### src/hdl/ctt_pkg.sv
`timescale 1ns / 1ps

package ctt_pkg;

  localparam int NUM_CHANNELS = 3;
  localparam int COUNT_BITS   = 16;
  localparam int MARGIN_BITS  = 16;
  localparam int TRAIN_BITS   = 8;
  localparam int CFG_BITS     = 16;
  localparam int INDEX_BITS   = 2;

  localparam int IN_FIELD_BITS  = NUM_CHANNELS * COUNT_BITS;
  localparam int IN_TDATA_BITS  = ((IN_FIELD_BITS + 7) / 8) * 8;
  localparam int RES_BITS       = 2 * NUM_CHANNELS + 1;
  localparam int OUT_TDATA_BITS = ((RES_BITS + 7) / 8) * 8;

  localparam logic [COUNT_BITS-1:0]  TRIP_DELTA_RESET     = COUNT_BITS'(6);
  localparam logic [MARGIN_BITS-1:0] RELEASE_MARGIN_RESET = MARGIN_BITS'(4);
  localparam logic [TRAIN_BITS-1:0]  TRAINING_RESET       = TRAIN_BITS'(64);

  typedef logic [COUNT_BITS-1:0] count_t;
  typedef logic [NUM_CHANNELS-1:0] chan_mask_t;

  typedef enum logic [INDEX_BITS-1:0] {
    REG_TRIP_DELTA     = 2'd0,
    REG_RELEASE_MARGIN = 2'd1,
    REG_TRAINING       = 2'd2
  } reg_index_t;

  typedef struct packed {
    logic [COUNT_BITS-1:0]  trip_delta;
    logic [MARGIN_BITS-1:0] release_margin;
  } ctt_cfg_t;

  // Packed so that toggle_bits lands in the lowest bits.
  typedef struct packed {
    chan_mask_t tripped_mask;
    logic       touch_event;
    chan_mask_t toggle_bits;
  } result_t;

endpackage

### src/hdl/ctt_chan.sv
`timescale 1ns / 1ps

module ctt_chan
  import ctt_pkg::*;
(
  input  logic     armed,
  input  count_t   cnt,
  input  count_t   last,
  input  count_t   level,
  input  ctt_cfg_t cfg,
  output logic     trip,
  output count_t   level_next
);

  logic [COUNT_BITS:0]  drop;
  logic [COUNT_BITS:0]  raised;
  logic                 tripped;
  logic                 release_hit;

  always_comb begin
    drop        = {1'b0, last} - {1'b0, cnt};
    raised      = {1'b0, cnt} + (COUNT_BITS + 1)'(cfg.release_margin);
    tripped     = (level != '0);
    trip        = armed && !tripped && (last > cnt)
                  && ((COUNT_BITS + 1)'(drop) > (COUNT_BITS + 1)'(cfg.trip_delta));
    release_hit = armed && tripped && (raised > {1'b0, level});
    if (trip) begin
      level_next = last;
    end else if (release_hit) begin
      level_next = '0;
    end else begin
      level_next = level;
    end
  end

endmodule

### src/hdl/ctt_core.sv
`timescale 1ns / 1ps

module ctt_core
  import ctt_pkg::*;
(
  input  logic                  clk,
  input  logic                  rst,
  input  logic                  step,
  input  count_t                counts [NUM_CHANNELS],
  input  ctt_cfg_t              cfg,
  input  logic                  train_load,
  input  logic [TRAIN_BITS-1:0] train_value,
  output result_t               res
);

  count_t                previous_count [NUM_CHANNELS];
  count_t                trip_level     [NUM_CHANNELS];
  count_t                level_next     [NUM_CHANNELS];
  chan_mask_t            toggle_state;
  chan_mask_t            trip_vec;
  chan_mask_t            tripped_next;
  logic [TRAIN_BITS-1:0] training_left;
  logic                  armed;

  assign armed = (training_left == '0);

  for (genvar i = 0; i < NUM_CHANNELS; i++) begin : g_chan
    localparam int B = NUM_CHANNELS - 1 - i;

    ctt_chan u_chan (
      .armed      (armed),
      .cnt        (counts[i]),
      .last       (previous_count[i]),
      .level      (trip_level[i]),
      .cfg        (cfg),
      .trip       (trip_vec[B]),
      .level_next (level_next[i])
    );

    assign tripped_next[B] = (level_next[i] != '0);

    always_ff @(posedge clk) begin
      if (rst) begin
        previous_count[i] <= '0;
        trip_level[i]     <= '0;
      end else if (step) begin
        previous_count[i] <= counts[i];
        trip_level[i]     <= level_next[i];
      end
    end
  end

  always_comb begin
    res.toggle_bits  = toggle_state ^ trip_vec;
    res.touch_event  = |trip_vec;
    res.tripped_mask = tripped_next;
  end

  always_ff @(posedge clk) begin
    if (rst) begin
      toggle_state  <= '0;
      training_left <= TRAINING_RESET;
    end else begin
      if (step) begin
        toggle_state <= res.toggle_bits;
      end
      if (train_load) begin
        training_left <= train_value;
      end else if (step && !armed) begin
        training_left <= training_left - TRAIN_BITS'(1);
      end
    end
  end

endmodule

### src/hdl/cap_touch_toggle_detector.sv
`timescale 1ns / 1ps

// Capacitive touch detector with toggle outputs for three sense channels.
// Each input transfer on the s_ stream is one decode period carrying one
// sense count per channel. Each decode yields exactly one output transfer on
// the m_ stream with the toggle state, a touch event flag and the mask of
// channels currently latched as tripped.
// The input transfer is captured in an input register; the per-channel
// trip and release compares then run on it and the result is written to
// the output register when the pipeline advances. One decode per cycle is
// sustained while the receiver keeps m_tready high; the rate is set by the
// two-register pipeline, which advances whenever the output register is
// empty or being taken.
// When the receiver stalls, the result holds in the output register, the
// input register fills and then s_tready drops until m_tready returns.
// Configuration writes via cfg_we/cfg_index/cfg_data take effect at once
// and are meant to be made while no decode is in flight; writing the
// training count restarts training. Synchronous reset restores the default
// registers, clears all channel state and starts a 64-decode training run.
module cap_touch_toggle_detector
  import ctt_pkg::*;
(
  input  logic                      clk,
  input  logic                      rst,
  input  logic                      s_tvalid,
  output logic                      s_tready,
  // count_first, count_second, count_third
  input  logic [IN_TDATA_BITS-1:0]  s_tdata,
  output logic                      m_tvalid,
  input  logic                      m_tready,
  // toggle_bits, touch_event, tripped_mask, zero pad
  output logic [OUT_TDATA_BITS-1:0] m_tdata,
  input  logic                      cfg_we,
  input  logic [INDEX_BITS-1:0]     cfg_index,
  input  logic [CFG_BITS-1:0]       cfg_data
);

  ctt_cfg_t cfg;
  logic     in_valid;
  count_t   in_counts [NUM_CHANNELS];
  logic     advance;
  logic     step;
  logic     train_load;
  result_t  res;
  result_t  out_res;

  assign advance  = !m_tvalid || m_tready;
  assign step     = in_valid && advance;
  assign s_tready = !in_valid || advance;

  always_ff @(posedge clk) begin
    if (rst) begin
      in_valid <= 1'b0;
    end else if (s_tready) begin
      in_valid <= s_tvalid;
    end
  end

  for (genvar i = 0; i < NUM_CHANNELS; i++) begin : g_in
    always_ff @(posedge clk) begin
      if (s_tvalid && s_tready) begin
        in_counts[i] <= s_tdata[i*COUNT_BITS +: COUNT_BITS];
      end
    end
  end

  assign train_load = cfg_we && (cfg_index == REG_TRAINING);

  always_ff @(posedge clk) begin
    if (rst) begin
      cfg.trip_delta     <= TRIP_DELTA_RESET;
      cfg.release_margin <= RELEASE_MARGIN_RESET;
    end else if (cfg_we) begin
      case (cfg_index)
        REG_TRIP_DELTA:     cfg.trip_delta     <= COUNT_BITS'(cfg_data);
        REG_RELEASE_MARGIN: cfg.release_margin <= MARGIN_BITS'(cfg_data);
        default: ;
      endcase
    end
  end

  ctt_core u_core (
    .clk         (clk),
    .rst         (rst),
    .step        (step),
    .counts      (in_counts),
    .cfg         (cfg),
    .train_load  (train_load),
    .train_value (TRAIN_BITS'(cfg_data)),
    .res         (res)
  );

  always_ff @(posedge clk) begin
    if (rst) begin
      m_tvalid <= 1'b0;
    end else if (advance) begin
      m_tvalid <= step;
    end
  end

  always_ff @(posedge clk) begin
    if (step) begin
      out_res <= res;
    end
  end

  assign m_tdata = OUT_TDATA_BITS'(out_res);

endmodule
### config.mk
export PLATFORM = sky130hd
export DESIGN_NAME = cap_touch_toggle_detector
export DESIGN_NICKNAME = d
export VERILOG_FILES = /design/src/hdl/ctt_pkg.sv /design/src/hdl/ctt_chan.sv /design/src/hdl/ctt_core.sv /design/src/hdl/cap_touch_toggle_detector.sv
export SDC_FILE = /design/constraint.sdc
export NUM_CORES = 1
export LEC_CHECK = 0
export ABC_AREA = 0
export BUFFER_PORTS_ARGS = -buffer_cell sky130_fd_sc_hd__clkbuf_2
export CAP_MARGIN = 20
export CORE_MARGIN = 1
export CORE_UTILIZATION = 30
export DETAILED_ROUTE_END_ITERATION = 10
export PLACE_DENSITY = 0.54
export SETUP_SLACK_MARGIN = 0.4
export SYNTH_ARGS = -nofsm -noshare
export SYNTH_HDL_FRONTEND = slang
export SYNTH_SLANG_ARGS = --single-unit
### constraint.sdc
create_clock -name clk -period 6.24 [get_ports clk]
set_input_delay 1.56 -clock clk [delete_from_list [all_inputs] [get_ports clk]]
set_output_delay 1.56 -clock clk [all_outputs]
set_load 0.02 [all_outputs]
==> flow_summary_export.csv, run 1 <==
group,metric,value,unit
run_status,status,"finished with violations",
run_status,violations,"design-rule violations",
layout,final_common_cell,"ha_1",
power,p_int,2.44,mW
timing,fmax,192,MHz
grt,grt_antenna_before_repair,2,
yosys,ys_types,84,
routing,vias,11400,
clocking,holdBufCountCts,0,
clocking,clk_latency,0.46,ns
critical_path,crit_chain,"ha_1 -> a211oi_1 -> nor2_1 -> o41ai_1 -> o21ai_1 -> or4_1 -> a31o_2 -> a21oi_1 -> xnor2_1 -> ha_1 -> nand2_1 -> nor3_1 -> a21boi_0 -> a2111oi_0 -> o211ai_1 -> a221oi_1 -> a31o_2 -> a22o_1",
grt,grt_pass1_wl,65500,microns
job,drv_cap,0,
worst_hold_path,min_to,"cfg[22]",
timing,slew_headroom,31.4,%
timing,finalCritPeriodShare,83.4,%
critical_path,r2r_end,"u_core.trip_level[0][5]",
power,p_switching,1.14,mW
timing,holdWs,0.456,ns
clocking,clock_sinks,196,
yosys,synth_seq_cells,196,
layout,fin_nets,1836,
critical_path,r2r_setup_slack,1.04,ns
timing,finalHoldViolCount,0,
yosys,yosysWarnings,0,
routing,wl,43600,microns
critical_path,cp.required,6.57,ns
power,total_leakage_power,6.97,nW
grt,grt_max_degree,50,
layout,fin_area,15900,sq um
critical_path,slowest_delay,0.50,ns
floorplan,core-area,46800,sq um
timing,finalClockSkew,0.00936,ns
yosys,yosysSeqAreaShare,38.1,%
clocking,cts_buffers,17,
placed_design,place_inst,2152,
placed_design,placed_area,15400,sq um
power,pwr-share-comb,25.9,%
routing,drtPass1Iterations,9,
yosys,syn_area,14300,sq um
routing,drc,8,
critical_path,r2r_cells,18,
worst_hold_path,hold_start,"cfg[22]",
yosys,ys.flop_type,"edfxtp_1",
critical_path,critical_path_class,"reg2reg",
floorplan,dieWidth,220,microns
power,sw_frac_of_total,31.8,%
clocking,clk_pin_slew,0.07,ns
power,pwr-share-clk,30.2,%
critical_path,crit_fanout,16,
critical_path,r2r_start,"cfg[1]",
clocking,root_buffer,"clkbuf_16",
routing,routedWlPerCell,19.9,microns
critical_path,cp-startpoint,"cfg[1]",
placed_design,io_buffers,79,
critical_path,crit_slowest_cell,"dfxtp_1",
clocking,cts_resized,0,
worst_hold_path,hold_depth,2,
clocking,cts_tree,"yes",
timing,setup_tns,0,ns
yosys,syn_avg_cell_area,9.61,sq um
placed_design,dpl.hpwl,33600,microns
layout,final_cells,2187,
grt,grtUsageTotal,18.3,%
critical_path,arrival,5.53,ns
floorplan,fp.dieH,220,microns
timing,min_period,5.20,ns
critical_path,start_kind,"register",
critical_path,crit_path_end_kind,"register",
yosys,synth_edf_count,151,
timing,worst_pin_slew,1.03,ns
timing,slew_viol_final,0,
yosys,synth_nets,1755,
grt,grt_pass1_vias,11100,
worst_hold_path,hold_path.class,"reg2reg",
floorplan,ios,81,
layout,layout_common_cells,"ha_1, inv_1, edfxtp_1, nor2_1, a21oi_1",
timing,finalSetupViolations,0,
clocking,cts_buffer_depth,2,
power,p_seq_share,43.9,%
power,p_per_area,225,nW/um^2
yosys,synthCells,1484,
floorplan,rows,79,
routing,drt_iter0_drc,790,
routing,viasPerCell,5.22,
clocking,htreeDepth,4,
floorplan,initial_core_util,30.5,%
timing,grt_setup_unrepaired,"no",
layout,syn_to_final_growth,11.7,%
routing,antenna_left,0,
clocking,cts_setup_buffers,0,
grt,grt_overflow_total,0,
floorplan,die_area,48400,sq um
yosys,synthArstFlopShare,0,%
layout,drive_gt1_share,9.70,%
power,ir_drop,0.189,mV
placed_design,routabilityCongestion,0.875,
==> how the worst max path moves through the flow <==
stage                                  end  slack (ns)  cells past startpoint
2_1_floorplan  u_core.previous_count[0][0]        1.60                      2
4_1_cts            u_core.trip_level[0][1]        1.02                     18
3_5_place_dp       u_core.trip_level[0][5]        1.05                     18
5_1_grt            u_core.trip_level[0][8]        0.66                     18
6_report           u_core.trip_level[0][5]        1.04                     18
3_3_place_gp       u_core.trip_level[0][5]        1.27                     18
==> routing by layer <==
| layer | global-route usage, % | vias to the layer above | routed length, microns |
|---|---|---|---|
| li1 | - | 5594 | - |
| met1 | 24.3 | 5494 | 19900 |
| met2 | 29.6 | 276 | 20300 |
| met3 | 2.86 | 46 | 2230 |
| met4 | 7.49 | 0 | 1240 |
| met5 | 0 | - | 0 |
==> cell families after synthesis <==
kind of cell	Yosys count	synth area share [%]
and+or+nand+nor	437	15.0
AOI/OAI and AO/OA	379	18.5
adders and majority gates	200	17.9
DFF	196	38.1
buffers and inverters	184	5.09
xor gates and xnor gates	83	5.10
muxes	4	0.298
other	1	0.0263
==> Yosys cell counts (17+ instances only) <==
cell	number	area [sq um]
nand2_1	115	432
inv_1	156	586
clkbuf_1	19	71.3
o21ai_0	33	165
nor3_1	26	130
dfxtp_1	45	901
o31ai_1	17	128
nand3_1	24	120
ha_1	194	2430
xor2_1	20	175
edfxtp_1	151	4530
o21a_1	17	128
a21oi_1	118	591
a21o_1	66	495
nand4_1	30	188
nor2_1	126	473
xnor2_1	63	552
a22o_1	32	280
nor2b_1	24	150
nor4_1	29	181
==> power by group through the flow <==
| stage | logic (mW) | registers (mW) | clock network, mW |
|---|---|---|---|
| final | 0.929 | 1.57 | 1.08 |
| after global routing | 1.05 | 1.58 | 1.15 |
| after CTS | 0.928 | 1.57 | 1.11 |
| after detailed placement | 0.920 | 1.60 | 0 |
| after global placement | 0.897 | 1.60 | 0 |
| after floorplan | 0.686 | 1.56 | 0 |
==> layout make-up <==
cell class                 count  area (sq um)
antenna                        2          5.00
clock buffer                  23           499
clock inverter                 9          51.3
fill                        4775         30800
inverter                     156           586
multi-input combinational   1104          8120
sequential                   196          5440
tap                          607           759
timing repair buffer          90           482
==> metrics by stage <==
step,power [mW],setup WS (ns),utilization [%]
floorplan,2.25,1.60,-
global placement,2.50,1.27,32.9
detailed placement,2.52,1.05,32.9
CTS,3.62,1.02,34.1
global route,3.78,0.659,34.1
finish,3.58,1.04,34.1
==> critical path, delay by kind of cell, from the launching register on <==
family,cells,cell delay (ns)
flip-flops,1,0.50
XOR/XNOR,1,0.14
AO/OA/AOI/OAI,11,3.08
AND/OR/NAND/NOR,4,0.78
adder cells (fa/ha/maj),2,0.57
==> sequential cells by signal, summed over array words and instances (netlist names) <==
name,count
cfg,32
in_counts,48
in_valid,1
m_tdata,7
m_tvalid,1
u_core.previous_count,48
u_core.toggle_state,3
u_core.training_left,8
u_core.trip_level,48
(Power assumes the default switching activity.)
==> inputs of run 2 (changes only) <==
==> constraint.sdc (replaced) <==
create_clock -name clk -period 5.4 [get_ports clk]
set_input_delay 1.35 -clock clk [delete_from_list [all_inputs] [get_ports clk]]
set_output_delay 1.35 -clock clk [all_outputs]
set_load 0.02 [all_outputs]
==> run 2 against run 1 <==
  * The flow still finishes with violations (design-rule violations)
  * Sequential power grew 16%
  * Clock-buffer cell count shrank 6
  * Total power grew 17%
  * Flip-flop and latch count is the same
  * Sequential share of layout area shrank 0.42 points
  * Clock power grew 19%
  * Wire length grew 0.95%
  * Combinational power grew 18%
  * Critical path depth shrank 2
  * Non-clock buffer count grew 12
  * Highest routed layer unchanged
  * Cell area grew 1.3%
==> flow_summary_export.csv, run 2 (same netlist as run 1, synthesis figures left out) <==
group,metric,value,unit
timing,finalClockSkew,0.0136,ns
timing,setup_tns,0,ns
clocking,clock_sinks,196,
critical_path,start_kind,"register",
placed_design,place_ws,0.294,ns
clocking,htreeDepth,4,
power,p_per_area,260,nW/um^2
grt,grt_max_degree,60,
layout,drive_gt1_share,11.2,%
timing,worst_pin_slew,0.957,ns
clocking,cts_tree,"yes",
timing,setup_ws,0.617,ns
grt,grt_pass1_vias,11100,
floorplan,rows,79,
routing,antenna_left,0,
floorplan,ios,81,
grt,grt_antenna_before_repair,1,
layout,fin_nets,1849,
critical_path,arrival,5.05,ns
clocking,clk_pin_slew,0.08,ns
layout,n_antenna_cell,0,
run_status,status,"finished with violations",
placed_design,place_inst,2158,
routing,viasPerCell,5.30,
floorplan,fp.dieH,220,microns
clocking,cts_buffers,17,
layout,final_common_cell,"ha_1",
clocking,clk_latency,0.47,ns
critical_path,cp.required,5.67,ns
timing,finalSetupViolations,0,
timing,finalHoldViolCount,0,
floorplan,die_area,48400,sq um
routing,drc,4,
grt,grt_overflow_total,0,
critical_path,crit_path_end_kind,"register",
timing,finalCritPeriodShare,88.6,%
routing,drt_iter0_drc,817,
timing,grt_setup_unrepaired,"no",
timing,slew_headroom,35.9,%
floorplan,initial_core_util,30.5,%
routing,drtPass1Iterations,8,
critical_path,critical_path_class,"reg2reg",
routing,routedWlPerCell,20.0,microns
job,drv_cap,0,
placed_design,io_buffers,79,
clocking,holdBufCountCts,0,
layout,multi_input_area,8210,sq um
grt,grt_pass1_wl,65600,microns
timing,min_period,4.78,ns
layout,syn_to_final_growth,13.2,%
routing,vias,11700,
layout,final_cells,2198,
layout,fillers,4774,
grt,grtUsageTotal,18.3,%
timing,holdWs,0.457,ns
placed_design,routabilityCongestion,0.882,
floorplan,dieWidth,220,microns
clocking,cts_buffer_depth,2,
clocking,root_buffer,"clkbuf_16",
power,total_leakage_power,7.06,nW
timing,fmax,209,MHz
timing,slew_viol_final,0,
worst_hold_path,hold_path.class,"reg2reg",
layout,top_regs,"in_counts: 48 flops, u_core.previous_count: 48 flops, u_core.trip_level: 48 flops",
floorplan,core-area,46800,sq um
power,ir_drop,0.171,mV
routing,wl,44000,microns
layout,regArea,5440,sq um
placed_design,dpl.hpwl,33900,microns
critical_path,crit_fanout,17,
run_status,violations,"design-rule violations",
layout,layout_common_cells,"ha_1, inv_1, edfxtp_1, nor2_1, a21oi_1",
run 2: timing repair:
action                     in CTS  in global routing
setup endpoints to repair      28                 37
setup buffers                   0                  5
cloned                          0                  1
pin swaps                       2                  7
resized for setup               2                 15
run 2: critical path, cell delays in order, from the launching register on:
cell and delay, ns:
dfxtp_1 0.59, ha_1 0.37, or3_1 0.40, o211ai_1 0.17, o21ai_1 0.21, o41ai_2 0.46
or4b_2 0.62, o211ai_1 0.14, ha_1 0.18, nand3_1 0.09, nor2_1 0.20, nand3_1 0.14
a221oi_1 0.27, a21o_2 0.17, o31ai_2 0.05, buf_4 0.22, o31ai_1 0.30
run 2: report_power, final:
part           total (mW)  switching, mW  internal (mW)
Clock                1.29          0.638          0.648
Sequential           1.82         0.0953           1.72
Combinational        1.10          0.632          0.470
Total                4.20           1.37           2.84
run 2: final cells by class:
class | count | area share (%)
inverter | 156 | 3.63
multi-input combinational | 1105 | 50.8
clock inverter | 15 | 0.938
clock buffer | 17 | 2.64
sequential | 196 | 33.7
timing repair buffer | 102 | 3.57
tap | 607 | 4.70
run 2: worst paths after layout:
check             startpoint                      end  slack, ns  depth (start not counted)
setup / recovery      cfg[4]  u_core.trip_level[2][5]       0.62                         16
hold / removal       cfg[27]                  cfg[27]       0.46                          2
setup reg to reg      cfg[4]  u_core.trip_level[2][5]       0.62                         16
hold reg to reg      cfg[27]                  cfg[27]       0.46                          2
run 2: metrics by stage:
step	instance area, sq um	power (mW)	util, %
2_1_floorplan	14300	2.60	-
5_1_grt	16100	4.43	34.5
6_report	16100	4.20	34.5
4_1_cts	16000	4.21	34.2
3_3_place_gp	15400	2.88	33.0
3_5_place_dp	15400	2.91	33.0
run 2: metal layers:
layer	wire length (microns)	track usage, %	share of wire [%]	up-vias
met3	1940	2.17	4.4	56
met4	1620	8.05	3.7	0
met2	19500	28.5	44	300
li1	-	-	-	5638
met5	0	0	0	-
met1	21000	25.4	48	5658
==> inputs of run 3 (changes only) <==
--- a/config.mk
+++ b/config.mk
@@ -9,9 +9,10 @@
 export BUFFER_PORTS_ARGS = -buffer_cell sky130_fd_sc_hd__clkbuf_2
 export CAP_MARGIN = 20
 export CORE_MARGIN = 1
-export CORE_UTILIZATION = 30
+export CORE_UTILIZATION = 57
 export DETAILED_ROUTE_END_ITERATION = 10
-export PLACE_DENSITY = 0.54
+export PLACE_DENSITY = 0.87
+export REMOVE_ABC_BUFFERS = 1
 export SETUP_SLACK_MARGIN = 0.4
 export SYNTH_ARGS = -nofsm -noshare
 export SYNTH_HDL_FRONTEND = slang
==> constraint.sdc (replaced) <==
create_clock -name clk -period 4.15 [get_ports clk]
set_input_delay 1.0375 -clock clk [delete_from_list [all_inputs] [get_ports clk]]
set_output_delay 1.0375 -clock clk [all_outputs]
set_load 0.02 [all_outputs]
==> run 3 against run 2 <==
  * Register-to-register slack got worse by 1.1 ns
  * Sequential share of layout area is 4.0 points lower
  * The run ends with design-rule violations, negative setup slack left
  * Die area fell by 47%
  * Setup slack lost 1.1 ns
  * Via count grew 17%
  * Clock-buffer cell count grew 2
  * Largest power group unchanged
==> flow_summary_export.csv, run 3 (same netlist as run 1, synthesis figures left out) <==
group,metric,value,unit
grt,grt_pass1_vias,13600,
floorplan,rows,57,
critical_path,r2r_setup_slack,-0.47,ns
worst_hold_path,min_to,"cfg[19]",
power,total_leakage_power,8.34,nW
layout,fin_nets,2035,
job,drv_cap,0,
floorplan,dieWidth,160,microns
worst_hold_path,hold_path.class,"reg2reg",
timing,finalSetupViolations,55,
placed_design,io_buffers,79,
clocking,holdBufCountCts,0,
clocking,clk_latency,0.46,ns
timing,holdWs,0.458,ns
critical_path,crit_chain,"ha_4 -> buf_4 -> inv_1 -> fa_2 -> nor2b_1 -> o21a_1 -> o21ai_1 -> a21o_1 -> a311oi_2 -> o21ai_0 -> nand2_1 -> xor2_1 -> ha_1 -> nand2_2 -> nor3_2 -> a21boi_1 -> a2111oi_2 -> o211ai_1 -> a221oi_2 -> a31o_2 -> clkbuf_16 -> a22o_1",
timing,grt_setup_unrepaired,"yes",
routing,drc,1,
routing,wl,48500,microns
critical_path,critical_path_class,"reg2reg",
critical_path,crit_path_end_kind,"register",
timing,min_period,4.62,ns
routing,vias,13600,
timing,finalHoldViolCount,0,
layout,n_antenna_cell,0,
timing,setup_ws,-0.469,ns
clocking,root_buffer,"clkbuf_16",
placed_design,dpl.hpwl,31400,microns
timing,setup_tns,-17.91,ns
run_status,status,"finished with violations",
clocking,cts_buffers,17,
layout,final_cells,2101,
floorplan,ios,81,
clocking,clock_sinks,196,
layout,drive_gt1_share,28.5,%
timing,slew_headroom,40.4,%
critical_path,r2r_end,"u_core.trip_level[0][9]",
power,ir_drop,0.240,mV
placed_design,place_inst,1999,
critical_path,r2r_cells,22,
clocking,cts_tree,"yes",
clocking,htreeDepth,4,
grt,grt_antenna_before_repair,0,
grt,grt_pass1_wl,71400,microns
critical_path,crit_slowest_cell,"edfxtp_1",
timing,worst_pin_slew,0.894,ns
timing,finalCritPeriodShare,111,%
routing,drtPass1Iterations,9,
floorplan,die_area,25700,sq um
clocking,clk_pin_slew,0.08,ns
critical_path,crit_fanout,8,
power,p_per_area,323,nW/um^2
floorplan,core-area,24500,sq um
timing,finalClockSkew,0.0113,ns
grt,grt_max_degree,65,
routing,antenna_left,0,
routing,routedWlPerCell,23.1,microns
critical_path,critPathBufInv,3,
floorplan,fp.dieH,160,microns
placed_design,routabilityCongestion,0.971,
critical_path,cp.required,4.46,ns
timing,slew_viol_final,0,
layout,top_regs,"in_counts: 48 flops, u_core.previous_count: 48 flops, u_core.trip_level: 48 flops",
worst_hold_path,hold_depth,2,
run_status,violations,"design-rule violations, negative setup slack",
routing,drt_iter0_drc,1640,
grt,grt_overflow_total,0,
critical_path,crit_family,"compound AO/OA/AOI/OAI gates",
layout,fin_util,74.9,%
critical_path,slowest_delay,0.49,ns
layout,syn_to_final_growth,28.4,%
routing,viasPerCell,6.47,
critical_path,r2r_start,"in_counts[32]",
clocking,cts_buffer_depth,2,
floorplan,initial_core_util,58.3,%
critical_path,arrival,4.93,ns
critical_path,start_kind,"register",
layout,layout_common_cells,"ha_1, buf_4, edfxtp_1, inv_1, nor2_1",
worst_hold_path,hold_start,"cfg[19]",
critical_path,cp-startpoint,"in_counts[32]",
grt,grtUsageTotal,36.0,%
timing,fmax,216,MHz
[run 3: per-stage QoR]
stage                     setup WS [ns]  total power [mW]  cell area [sq um]
after global routing             -0.709              6.11              18300
final                            -0.469              5.92              18300
after detailed placement         -0.534              3.89              16100
after CTS                        -0.218              5.70              17900
after floorplan                  -0.211              3.37              14100
after global placement           -0.416              3.81              16100
[run 3: per-layer routing]
metal / part of all wire (%) / GRT usage [%] / wire [microns] / up-vias
li1: - / - / - / 6001
met1: 36 / 40.8 / 17300 / 6405
met2: 48 / 62.1 / 23400 / 921
met3: 9.1 / 7.40 / 4430 / 275
met4: 7.0 / 22.3 / 3370 / 0
met5: 0 / 0 / 0 / -
[run 3: worst max path at each step]
stage	slack, ns	endpoint	cells past startpoint
2_1_floorplan	-0.21	u_core.trip_level[0][0]	18
3_3_place_gp	-0.42	u_core.trip_level[0][7]	20
3_5_place_dp	-0.53	u_core.trip_level[0][10]	21
4_1_cts	-0.22	u_core.trip_level[0][10]	20
5_1_grt	-0.71	u_core.trip_level[0][9]	22
6_report	-0.47	u_core.trip_level[0][9]	22
[run 3: timing repair]
action                                  in CTS  in global routing
hold endpoints to repair                     0                  0
buffers inserted                            46                 19
resized for setup                          190                 62
pin swaps                                  133                 98
endpoints found under the setup margin      58                 58
gates cloned                                 4                  1
[run 3: worst register-to-register path, cell delays in order, from the launching register on]
cell and delay [ns]:
edfxtp_1 0.49, ha_4 0.22, buf_4 0.13, inv_1 0.08, fa_2 0.39, nor2b_1 0.15
o21a_1 0.16, o21ai_1 0.13, a21o_1 0.21, a311oi_2 0.26, o21ai_0 0.12, nand2_1 0.09
xor2_1 0.17, ha_1 0.29, nand2_2 0.10, nor3_2 0.05, a21boi_1 0.14, a2111oi_2 0.22
o211ai_1 0.17, a221oi_2 0.31, a31o_2 0.28, clkbuf_16 0.17, a22o_1 0.15
[run 3: cell type report]
cell class | count | area [sq um]
clock buffer | 19 | 433
clock inverter | 13 | 124
fill | 1475 | 6150
inverter | 156 | 597
multi-input combinational | 1104 | 9080
sequential | 196 | 5440
tap | 324 | 405
timing repair buffer | 289 | 2230
[run 3: where the power goes]
group | internal [mW] | switching, mW | total [mW]
Combinational | 0.868 | 1.04 | 1.90
Clock | 0.840 | 0.817 | 1.66
Sequential | 2.24 | 0.120 | 2.36
Total | 3.95 | 1.97 | 5.92
